--- config.mk ---
export PLATFORM = sky130hd
export DESIGN_NAME = mains_fault_trip_guard_top
export DESIGN_NICKNAME = d
export VERILOG_FILES = /design/src/rtl/core/mftg_pkg.sv /design/src/rtl/core/mftg_classify.sv /design/src/rtl/core/mftg_trip_state.sv /design/src/rtl/core/mains_fault_trip_guard_top.sv
export SDC_FILE = /design/constraint.sdc
export NUM_CORES = 1
export LEC_CHECK = 0
export ABC_CLOCK_PERIOD_IN_PS = 8950
export BUFFER_PORTS_ARGS = -buffer_cell sky130_fd_sc_hd__buf_4
export CORE_ASPECT_RATIO = 1.1
export CORE_MARGIN = 3
export CORE_UTILIZATION = 40
export DETAILED_ROUTE_END_ITERATION = 12
export PLACE_DENSITY_LB_ADDON = 0.12
export SLEW_MARGIN = 20
export SYNTH_ARGS = -nofsm -noshare
export SYNTH_HDL_FRONTEND = slang
export SYNTH_HIERARCHICAL = 1
export SYNTH_SLANG_ARGS = --single-unit
--- constraint.sdc ---
create_clock -name clk -period 8.95 [get_ports clk]
set_clock_uncertainty 0.1 [all_clocks]
set_input_delay 2.685 -clock clk [delete_from_list [all_inputs] [get_ports clk]]
set_output_delay 2.685 -clock clk [all_outputs]
set_load 0.01 [all_outputs]
--- src/rtl/core/mftg_pkg.sv ---
// Shared types and constants for the mains fault trip guard.
package mftg_pkg;

	// Fault codes, shared by the latched fault and the per-reading class
	typedef enum logic [2:0] {
		FLT_NONE     = 3'd0,
		FLT_UNDER_V  = 3'd1,
		FLT_OVER_V   = 3'd2,
		FLT_OVER_I   = 3'd3,
		FLT_OVERLOAD = 3'd4,
		FLT_LOW_PF   = 3'd5,
		FLT_SHORT    = 3'd6
	} fault_t;

	localparam int CFG_INDEX_W = 3;
	localparam int CFG_DATA_W  = 22;
	localparam int RECOVERY_W  = 22;
	localparam int COUNT_W     = 8;

	// Configuration register indexes
	localparam logic [CFG_INDEX_W-1:0] REG_MIN_VOLTAGE      = 3'd0;
	localparam logic [CFG_INDEX_W-1:0] REG_MAX_VOLTAGE      = 3'd1;
	localparam logic [CFG_INDEX_W-1:0] REG_MAX_CURRENT      = 3'd2;
	localparam logic [CFG_INDEX_W-1:0] REG_MAX_POWER        = 3'd3;
	localparam logic [CFG_INDEX_W-1:0] REG_MIN_POWER_FACTOR = 3'd4;
	localparam logic [CFG_INDEX_W-1:0] REG_TRIP_COUNT_LIMIT = 3'd5;
	localparam logic [CFG_INDEX_W-1:0] REG_RECOVERY_MS      = 3'd6;

	// Reset values of the configuration registers
	localparam logic [11:0]           RST_MIN_VOLTAGE      = 12'd1900;
	localparam logic [11:0]           RST_MAX_VOLTAGE      = 12'd2500;
	localparam logic [16:0]           RST_MAX_CURRENT      = 17'd16000;
	localparam logic [15:0]           RST_MAX_POWER        = 16'd3500;
	localparam logic [9:0]            RST_MIN_POWER_FACTOR = 10'd850;
	localparam logic [COUNT_W-1:0]    RST_TRIP_COUNT_LIMIT = 8'd3;
	localparam logic [RECOVERY_W-1:0] RST_RECOVERY_MS      = 22'd30000;

	// Power factor is only judged above this load
	localparam logic [15:0] PF_MIN_POWER_W = 16'd100;

	typedef struct packed {
		logic        op;
		logic        reading_valid;
		logic [11:0] voltage_dv;
		logic [16:0] current_ma;
		logic [15:0] power_w;
		logic [9:0]  pf_milli;
	} item_t;

	typedef struct packed {
		fault_t active_fault;
		fault_t reading_fault;
		logic   relay_closed;
		logic   alarm_on;
	} result_t;

	typedef struct packed {
		logic [11:0]           min_voltage;
		logic [11:0]           max_voltage;
		logic [16:0]           max_current;
		logic [15:0]           max_power;
		logic [9:0]            min_power_factor;
		logic [COUNT_W-1:0]    trip_count_limit;
		logic [RECOVERY_W-1:0] recovery_ms;
	} cfg_t;

	// What one word asks of the state update
	typedef struct packed {
		logic   tick;
		logic   reading;    // a measurement flagged valid
		fault_t cls;
	} step_t;

endpackage

--- src/rtl/core/mftg_classify.sv ---
// Fault classification of one registered word against the thresholds.
module mftg_classify (
	input  mftg_pkg::item_t item,
	input  mftg_pkg::cfg_t  cfg,
	output mftg_pkg::step_t step
);

	logic [18:0]     cur_x2;
	logic [18:0]     lim_x3;
	logic            is_short;
	mftg_pkg::fault_t cls;

	// Short circuit: current*2 > limit*3, exact in 19 bits
	assign cur_x2   = {1'b0, item.current_ma, 1'b0};
	assign lim_x3   = {2'b00, cfg.max_current} + {1'b0, cfg.max_current, 1'b0};
	assign is_short = cur_x2 > lim_x3;

	always_comb begin
		cls = mftg_pkg::FLT_NONE;
		if (!item.op && item.reading_valid) begin
			if (is_short) begin
				cls = mftg_pkg::FLT_SHORT;
			end else if (item.voltage_dv > cfg.max_voltage) begin
				cls = mftg_pkg::FLT_OVER_V;
			end else if (item.voltage_dv < cfg.min_voltage) begin
				cls = mftg_pkg::FLT_UNDER_V;
			end else if (item.current_ma > cfg.max_current) begin
				cls = mftg_pkg::FLT_OVER_I;
			end else if (item.power_w > cfg.max_power) begin
				cls = mftg_pkg::FLT_OVERLOAD;
			end else if (item.pf_milli < cfg.min_power_factor &&
					item.power_w > mftg_pkg::PF_MIN_POWER_W) begin
				cls = mftg_pkg::FLT_LOW_PF;
			end
		end
	end

	assign step.tick    = item.op;
	assign step.reading = !item.op && item.reading_valid;
	assign step.cls     = cls;

endmodule

--- src/rtl/core/mftg_trip_state.sv ---
// Trip state: debounce counter, latched fault, relay and cooldown timer.
module mftg_trip_state #(
	parameter int TIMER_BITS = 22
) (
	input  logic              clk,
	input  logic              arst_n,
	input  logic              advance,
	input  mftg_pkg::step_t   step,
	input  mftg_pkg::cfg_t    cfg,
	output mftg_pkg::result_t result
);

	localparam int CMP_W = (TIMER_BITS > mftg_pkg::RECOVERY_W) ?
		TIMER_BITS : mftg_pkg::RECOVERY_W;

	logic                            tripped_q,  tripped_n;
	mftg_pkg::fault_t                latched_q,  latched_n;
	logic [mftg_pkg::COUNT_W-1:0]    count_q,    count_n;
	logic [TIMER_BITS-1:0]           since_q,    since_n;
	logic                            cooled;

	assign cooled = CMP_W'(since_q) > CMP_W'(cfg.recovery_ms);

	always_comb begin
		tripped_n = tripped_q;
		latched_n = latched_q;
		count_n   = count_q;
		since_n   = since_q;
		if (step.tick) begin
			// saturate the cooldown timer
			if (!(&since_q)) begin
				since_n = since_q + 1'b1;
			end
		end else if (step.cls == mftg_pkg::FLT_SHORT) begin
			if (!(tripped_q && latched_q == mftg_pkg::FLT_SHORT)) begin
				tripped_n = 1'b1;
				latched_n = mftg_pkg::FLT_SHORT;
				since_n   = '0;
			end
		end else if (step.cls != mftg_pkg::FLT_NONE) begin
			if (!(&count_q)) begin
				count_n = count_q + 1'b1;
			end
			if (count_n >= cfg.trip_count_limit && !tripped_q) begin
				tripped_n = 1'b1;
				latched_n = step.cls;
				since_n   = '0;
			end
		end else if (step.reading) begin
			// a clean reading; an invalid one falls through and changes nothing
			if (step.cls == mftg_pkg::FLT_NONE && count_q != '0) begin
				count_n = count_q - 1'b1;
			end
			if (tripped_q && latched_q != mftg_pkg::FLT_SHORT && cooled) begin
				tripped_n = 1'b0;
				latched_n = mftg_pkg::FLT_NONE;
				count_n   = '0;
			end
		end
	end

	always_ff @(posedge clk or negedge arst_n) begin
		if (!arst_n) begin
			tripped_q <= 1'b0;
			latched_q <= mftg_pkg::FLT_NONE;
			count_q   <= '0;
			since_q   <= '0;
		end else if (advance) begin
			tripped_q <= tripped_n;
			latched_q <= latched_n;
			count_q   <= count_n;
			since_q   <= since_n;
		end
	end

	assign result.active_fault  = latched_n;
	assign result.reading_fault = step.cls;
	assign result.relay_closed  = !tripped_n;
	assign result.alarm_on      = tripped_n;

endmodule

--- src/rtl/core/mains_fault_trip_guard_top.sv ---
// Top level of the mains fault trip guard: ports, configuration and pipeline.
// Each word on the item channel is either a measurement reading or a one
// millisecond tick, and each gives exactly one result word. Words flow at one
// per clock while the result side keeps up: a word is taken into the input
// register, classified and applied to the trip state, and its result is
// registered in the result register; a stalled result only holds up the
// input once the input register is full too.
// The rate is set by the single update path from the input register through
// the classifier and the trip state into the result register. A reading whose
// current exceeds one and a half times the current limit trips the relay at
// once as a short circuit, which never recovers on its own; other faults
// (over/under voltage, overcurrent, overload, low power factor above 100 W)
// are debounced by a saturating up/down counter. A clean reading after the
// cooldown (counted in ticks) closes the relay again. Invalid readings change
// nothing. Configuration registers are written through the cfg channel,
// which is always ready, and should only be written while the block is idle;
// indexes beyond the register list are dropped. TIMER_BITS sets the width of
// the cooldown timer, which saturates at its all-ones value.
module mains_fault_trip_guard_top #(
	parameter int TIMER_BITS = 22
) (
	input  logic                                clk,
	input  logic                                arst_n,
	input  logic                                item_valid,
	output logic                                item_ready,
	input  mftg_pkg::item_t                     item,
	output logic                                result_valid,
	input  logic                                result_ready,
	output mftg_pkg::result_t                   result,
	input  logic                                cfg_valid,
	output logic                                cfg_ready,
	input  logic [mftg_pkg::CFG_INDEX_W-1:0]    cfg_index,
	input  logic [mftg_pkg::CFG_DATA_W-1:0]     cfg_data
);

	mftg_pkg::cfg_t    cfg_q;
	mftg_pkg::item_t   item_s1;
	logic              valid_s1;
	logic              advance;
	mftg_pkg::step_t   step;
	mftg_pkg::result_t result_n;
	mftg_pkg::result_t result_q;
	logic              result_valid_q;

	// Configuration: always ready, drop writes to unknown indexes
	assign cfg_ready = 1'b1;

	always_ff @(posedge clk or negedge arst_n) begin
		if (!arst_n) begin
			cfg_q.min_voltage      <= mftg_pkg::RST_MIN_VOLTAGE;
			cfg_q.max_voltage      <= mftg_pkg::RST_MAX_VOLTAGE;
			cfg_q.max_current      <= mftg_pkg::RST_MAX_CURRENT;
			cfg_q.max_power        <= mftg_pkg::RST_MAX_POWER;
			cfg_q.min_power_factor <= mftg_pkg::RST_MIN_POWER_FACTOR;
			cfg_q.trip_count_limit <= mftg_pkg::RST_TRIP_COUNT_LIMIT;
			cfg_q.recovery_ms      <= mftg_pkg::RST_RECOVERY_MS;
		end else if (cfg_valid && cfg_ready) begin
			case (cfg_index)
				mftg_pkg::REG_MIN_VOLTAGE:      cfg_q.min_voltage      <= cfg_data[11:0];
				mftg_pkg::REG_MAX_VOLTAGE:      cfg_q.max_voltage      <= cfg_data[11:0];
				mftg_pkg::REG_MAX_CURRENT:      cfg_q.max_current      <= cfg_data[16:0];
				mftg_pkg::REG_MAX_POWER:        cfg_q.max_power        <= cfg_data[15:0];
				mftg_pkg::REG_MIN_POWER_FACTOR: cfg_q.min_power_factor <= cfg_data[9:0];
				mftg_pkg::REG_TRIP_COUNT_LIMIT: cfg_q.trip_count_limit <= cfg_data[7:0];
				mftg_pkg::REG_RECOVERY_MS:      cfg_q.recovery_ms      <= cfg_data[21:0];
				default: begin
				end
			endcase
		end
	end

	// Advance the input word into the result register whenever that register
	// is empty or being emptied this cycle
	assign advance    = valid_s1 && (!result_valid_q || result_ready);
	assign item_ready = !valid_s1 || advance;

	always_ff @(posedge clk or negedge arst_n) begin
		if (!arst_n) begin
			valid_s1 <= 1'b0;
		end else if (item_ready) begin
			valid_s1 <= item_valid;
		end
	end

	// Payload: hold while stalled, no reset needed
	always_ff @(posedge clk) begin
		if (item_valid && item_ready) begin
			item_s1 <= item;
		end
	end

	mftg_classify u_classify (
		.item (item_s1),
		.cfg  (cfg_q),
		.step (step)
	);

	mftg_trip_state #(
		.TIMER_BITS (TIMER_BITS)
	) u_trip_state (
		.clk     (clk),
		.arst_n  (arst_n),
		.advance (advance),
		.step    (step),
		.cfg     (cfg_q),
		.result  (result_n)
	);

	// Result register: load on advance, drop once taken
	always_ff @(posedge clk or negedge arst_n) begin
		if (!arst_n) begin
			result_valid_q <= 1'b0;
		end else if (advance) begin
			result_valid_q <= 1'b1;
		end else if (result_ready) begin
			result_valid_q <= 1'b0;
		end
	end

	always_ff @(posedge clk) begin
		if (advance) begin
			result_q <= result_n;
		end
	end

	assign result_valid = result_valid_q;
	assign result       = result_q;

`ifndef ASSERT_OFF
	// An accepted word always reaches the input register
	a_item_taken: assert property (@(posedge clk) disable iff (!arst_n)
		(item_valid && item_ready) |=> valid_s1)
		else $error("accepted word did not reach the input register");

	// Relay and alarm are always opposite
	a_relay_alarm: assert property (@(posedge clk) disable iff (!arst_n)
		result_valid |-> (result.relay_closed != result.alarm_on))
		else $error("relay and alarm disagree");

	// A tripped relay always carries a latched fault
	a_trip_has_fault: assert property (@(posedge clk) disable iff (!arst_n)
		(result_valid && result.alarm_on) |-> (result.active_fault != mftg_pkg::FLT_NONE))
		else $error("tripped without a latched fault");

	// A short circuit reading always leaves the relay open on a short
	a_short_latches: assert property (@(posedge clk) disable iff (!arst_n)
		(result_valid && result.reading_fault == mftg_pkg::FLT_SHORT) |->
			(result.alarm_on && result.active_fault == mftg_pkg::FLT_SHORT))
		else $error("short circuit did not latch");
`endif

endmodule

**Word-level counts from Yosys, hierarchy flattened**

Index checks and enable logic that the tools add are counted.

- Register bits after elaboration: 198
- Input bits: 87
- Output and inout bits: 11
- Logic and storage cells: 122

- Add/sub/neg operators: 4
- Order comparisons: 9
- Eq/ne operators: 11
- Muxes and demuxes: 37
- Bitwise gates (word level): 2
- Reductions and logical operators: 36

Operators by type and width:

| kind | number |
|---|---|
| $mux W22 | 6 |
| $mux W8 | 8 |
| $mux W3 | 14 |
| $add A22 B1 Y22 const B | 1 |
| $gt A22 B22 Y1 | 1 |
| $reduce_and A22 Y1 | 1 |
| $add A17 B18 Y19 | 1 |
| $gt A18 B19 Y1 | 1 |
| $gt A17 B17 Y1 | 1 |
| $gt A16 B16 Y1 | 1 |
| $gt A16 B7 Y1 const B | 1 |
| $eq A3 B3 Y1 const B | 5 |
| $reduce_and A2 Y1 | 7 |
| $gt A12 B12 Y1 | 1 |
| $lt A12 B12 Y1 | 1 |
| $reduce_bool A3 Y1 | 4 |
| $lt A10 B10 Y1 | 1 |
| $reduce_and A5 Y1 | 2 |
| $logic_and A1 B1 Y1 | 9 |
| $mux W1 | 9 |
| $add A8 B1 Y8 const B | 1 |
| $ge A8 B8 Y1 | 1 |
| $reduce_and A8 Y1 | 1 |
| $reduce_bool A8 Y1 | 1 |
| 10 further kinds | 20 |

**Depth between registers and ports, before layout**

- Word-level depth: 20
- Gate-level depth with buffers: 25
- Depth with buffers taken out: 24

**Modules after synthesis**

The synthesis kept the hierarchy.

Modules (own cells, without submodules):

| module | instances | cells an instance | area an instance (µm²) | seq. area each (µm²) |
|---|---|---|---|---|
| mains_fault_trip_guard_top | 1 | 284 | 5754.3 | 4478.0 |
| mftg_trip_state | 1 | 394 | 3141.8 | 850.8 |
| mftg_classify | 1 | 385 | 2856.5 | 0.0 |

**Worst setup path before layout**

Ideal clock, no wire load.

- Kind: input -> output
- Start point: input port result_ready
- End point: output port item_ready
- Arrival time: 2894 ps
- Required time: 6165 ps
- Path slack: 3271 ps
- Stages: 1
- Path buffers: 0
- Cells stage by stage: nand3b_1

- Word-level cells in the longest chain between the ends: 3

RTL lines:

| what | RTL line | text |
|---|---|---|
| start: declaration | mains_fault_trip_guard_top.sv:28 | `input logic result_ready,` |
| $logic_or A1 B1 Y1 | mains_fault_trip_guard_top.sv:74 | `assign advance = valid_s1 && (!result_valid_q \|\| result_ready);` |
| $logic_and A1 B1 Y1 | mains_fault_trip_guard_top.sv:74 |  |
| $logic_or A1 B1 Y1 | mains_fault_trip_guard_top.sv:75 | `assign item_ready = !valid_s1 \|\| advance;` |
| end: declaration | mains_fault_trip_guard_top.sv:25 | `output logic item_ready,` |

Every way passes these cells.

==> results_dict.tcl <==
set metrics [dict create \
    synth-seq-area-share_pct 45.3 \
    cts_hold_buf 0 \
    place.gp.congestion 0.860 \
    die_area_mm2 0.0315 \
    grt_pass1_wl_um 44400 \
    routed-via-count 8316 \
    fill_cells 2773 \
    synth_compound_area_share_pct 12.8 \
    period_needed_ns 6.27 \
    cp-start-kind "flop" \
    cts_tree "built" \
    synth_fp_nets 1285 \
    first_global_vias 8268 \
    slew_headroom_pct 36.7 \
    met3_usage_pct 3.48 \
    numCtsBuffers 17 \
    synth_area_leaders "dfrtp_1 (20%), edfxtp_1 (17%), ha_1 (14%)" \
    synth_fa_ha_area_share_pct 14.4 \
    finalMaxSlewViolations 0 \
    drive_above_1_share_pct 23.9 \
    grtUsageMet1_pct 25.0 \
    root_buffer "clkbuf_16" \
    grt_setup_unrepaired "no" \
    vias_per_cell 5.40 \
    grt.total_usage_pct 18.1 \
    dr.pass1.iters 5 \
    grt_max_degree 86 \
    io_pins 98 \
    hp-class "flop to flop" \
    crit_chain "ha_1, fa_1, a211o_1, o211ai_1, a21oi_1, a221oi_1, o21ai_0, o41ai_1, xnor2_1, ha_1, a21oi_1, o221ai_1, nor4b_1, nor2_1, o211ai_1, o21ai_0, nor3_1, nor3_1, a21oi_1, or2_2, a22o_1" \
    fin_nets 1380 \
    dpl.hpwl_um 20500 \
    dp_cells 1507 \
    synth_top_family_by_area "adder cells" \
    port_buffers 96 \
    cp_max_fo 16 \
    ir_drop_mv 0.120 \
    avgRoutedWirePerCell_um 18.0 \
    required_ns 9.23 \
    syn_inst 1063 \
    n_antenna_cell 0 \
    drt-total-wl_um 27700 \
    yosysWarningCount 6 \
    criticalPathCategory "flop to flop" \
    post_cts_resized 0 \
    fmax_mhz 159 \
    post-route-period-util_pct 70.1 \
    crit_path_end_kind "flop" \
    hold_violations 0 \
    syn_to_final_growth_pct 14.2 \
    gr-max-usage-layer "met2" \
    p_leak_uw 0.00604 \
    powerDensity_mw_per_mm2 243 \
    synth-seq-cells 198 \
    max-cap-violations 0 \
    finalNonFillerCells 1539 \
    fin_setup_tns_ns 0 \
    cts.sinks 198 \
    initial_utilization_pct 40.8 \
    die_w_um 169 \
    clk_latency_ns 0.44 \
    die_h_um 186 \
    syn-cell-area_mm2 0.0118 \
    finalSetupViolations 0 \
    use_met2_pct 29.4 \
    synth_area_per_cell_um2 11.1 \
    tightest_slew_ns 0.950 \
    clkTransAtPathRegs_ns 0.08 \
    synth_enable_flop_cells 65 \
    synth_ff_type "dfrtp_1" \
    cts_setup_buffers 0 \
    seq_area_mm2 0.00533 \
    htree_levels 4 \
    synth.distinct_cells 82 \
    drtAntennaViolNets 0 \
    coreArea_mm2 0.0288 \
    crit_arrival_ns 6.55 \
    grt_remaining_overflow 0 \
    synth_top_area_share_pct 20.0 \
    drc 0 \
    synthMuxAreaShare_pct 9.65 \
    multi_input_area_mm2 0.00581 \
    synth_area_leader_cell "dfrtp_1" \
    num_rows 65 \
    cp_slowest_stage_delay_ns 0.71 \
    clock_path_buffers 2 \
    antenna_found_initial 1 \
    synth-simple-area-share_pct 11.0 \
    drt_iter0_drc 458 \
    status "finished clean" \
    synthXorXnorAreaFrac_pct 1.34 \
    worst_path_most_repeated_cell "a21oi_1" \
    async_flop_share_pct 67.2 \
    cpMaxStageDelayCell "nor3_1" \
]
state kept, by name, summed over array words and instances (netlist names):
name,flops
cfg_q,97
item_s1,57
result,8
result_valid,1
u_trip_state/count_q,8
u_trip_state/latched_q,3
u_trip_state/since_q,22
u_trip_state/tripped_q,1
valid_s1,1
layer usage:
layer  vias up  wire [µm]
met3        29       1030
met1      4049      13400
met5         -          0
met2       155      12800
li1       4083          -
met4         0        407
where the power goes:
group          switching [µW]  internal [µW]  leakage, µW
combinational             658            537      0.00357
sequential                140           1140      0.00218
clock                     370            420     0.000284
layout make-up:
class,instances,share of cell area [%]
flip-flops and latches,198,39.7
repair buffers,101,5.68
clock buffers,18,3.20
multi-input cells,716,43.3
well taps,368,3.43
inverters,124,3.47
clock inverters,14,1.22
cell families (layout without fill, tap and decap cells):
kind of cell             count (synthesis)  after routing
AO/OA/AOI/OAI                          221            221
XOR/XNOR                                18             18
adder cells (fa/ha/maj)                135            135
buffers and inverters                  149            257
flip-flops                             198            198
multiplexers                           101            101
other                                    1              1
AND/OR/NAND/NOR                        240            240
path summary, 6_finish.rpt:
path,startpoint,end,slack (ns),depth (start not counted)
setup / recovery,cfg_q[57],u_trip_state/since_q[15],2.68,21
hold / removal,valid_s1,result_valid,0.39,1
setup reg to reg,cfg_q[57],u_trip_state/since_q[15],2.68,21
hold reg to reg,valid_s1,result_valid,0.39,1
max in group asynchronous,arst_n,u_trip_state/since_q[8],5.31,2
min in group asynchronous,arst_n,cfg_q[58],2.21,1
cell usage in the layout (no fill, tap or decap), types with 8 or more instances in the layout:
| master | instances |
|---|---|
| nand4_1 | 23 |
| ha_1 | 134 |
| dfrtp_1 | 94 |
| clkbuf_16 | 17 |
| dfstp_2 | 39 |
| and3_1 | 9 |
| a21o_1 | 27 |
| buf_4 | 100 |
| mux2_1 | 10 |
| mux2_2 | 88 |
| o21ai_0 | 33 |
| nor2_1 | 49 |
| o31ai_1 | 9 |
| nand2b_1 | 9 |
| a211oi_1 | 8 |
| nand2_1 | 41 |
| xnor2_1 | 8 |
| a211o_1 | 8 |
| a21oi_1 | 55 |
| o22ai_1 | 12 |
| inv_1 | 123 |
| edfxtp_1 | 65 |
| xor2_1 | 10 |
| nand3_1 | 33 |
| o2bb2ai_1 | 8 |
| nor2b_1 | 9 |
| nor3_1 | 24 |
cells in the mapped netlist, drive strengths merged (4+ instances only):
| library cell | number |
|---|---|
| o2bb2ai | 8 |
| and3 | 9 |
| ha | 134 |
| a31oi | 5 |
| nand3 | 34 |
| nor2 | 49 |
| a211o | 8 |
| a21o | 29 |
| nor4 | 4 |
| nand4 | 25 |
| edfxtp | 65 |
| o22ai | 12 |
| nand2b | 9 |
| a21oi | 55 |
| mux2 | 98 |
| o21ai | 34 |
| a2111oi | 4 |
| nor3 | 25 |
| inv | 123 |
| o31ai | 9 |
| dfrtp | 94 |
| xor2 | 10 |
| nand3b | 4 |
| o211ai | 7 |
| a211oi | 8 |
| nand2 | 41 |
| and2 | 6 |
| dfstp | 39 |
| nor2b | 9 |
| and4 | 4 |
| buf | 20 |
| clkbuf | 5 |
| or2 | 5 |
| a32oi | 4 |
| xnor2 | 8 |
| o21a | 6 |
| a41oi | 6 |
| o21bai | 7 |
through the flow:
stage               setup WS (ns)  utilization, %  total power [µW]  cell area [µm²]  hold slack, ns
CTS                          2.72            46.6              3300            13400           0.402
global placement             2.91            44.6              2470            12800           0.370
global route                 2.11            46.6              3520            13400           0.418
detailed placement           2.74            44.6              2490            12800           0.382
floorplan                    3.27               -              2160            11800           0.349
finish                       2.68            46.6              3260            13400           0.394
worst max-delay path: cells and delay by family, from the launching register on:
family          cells  cell delay (ns)
xor+xnor            1             0.17
simple gates        5             1.69
flops               1             0.45
compound gates     12             2.83
fa+ha+maj           3             0.95
Note: power is estimated with default switching activity, not from simulation.
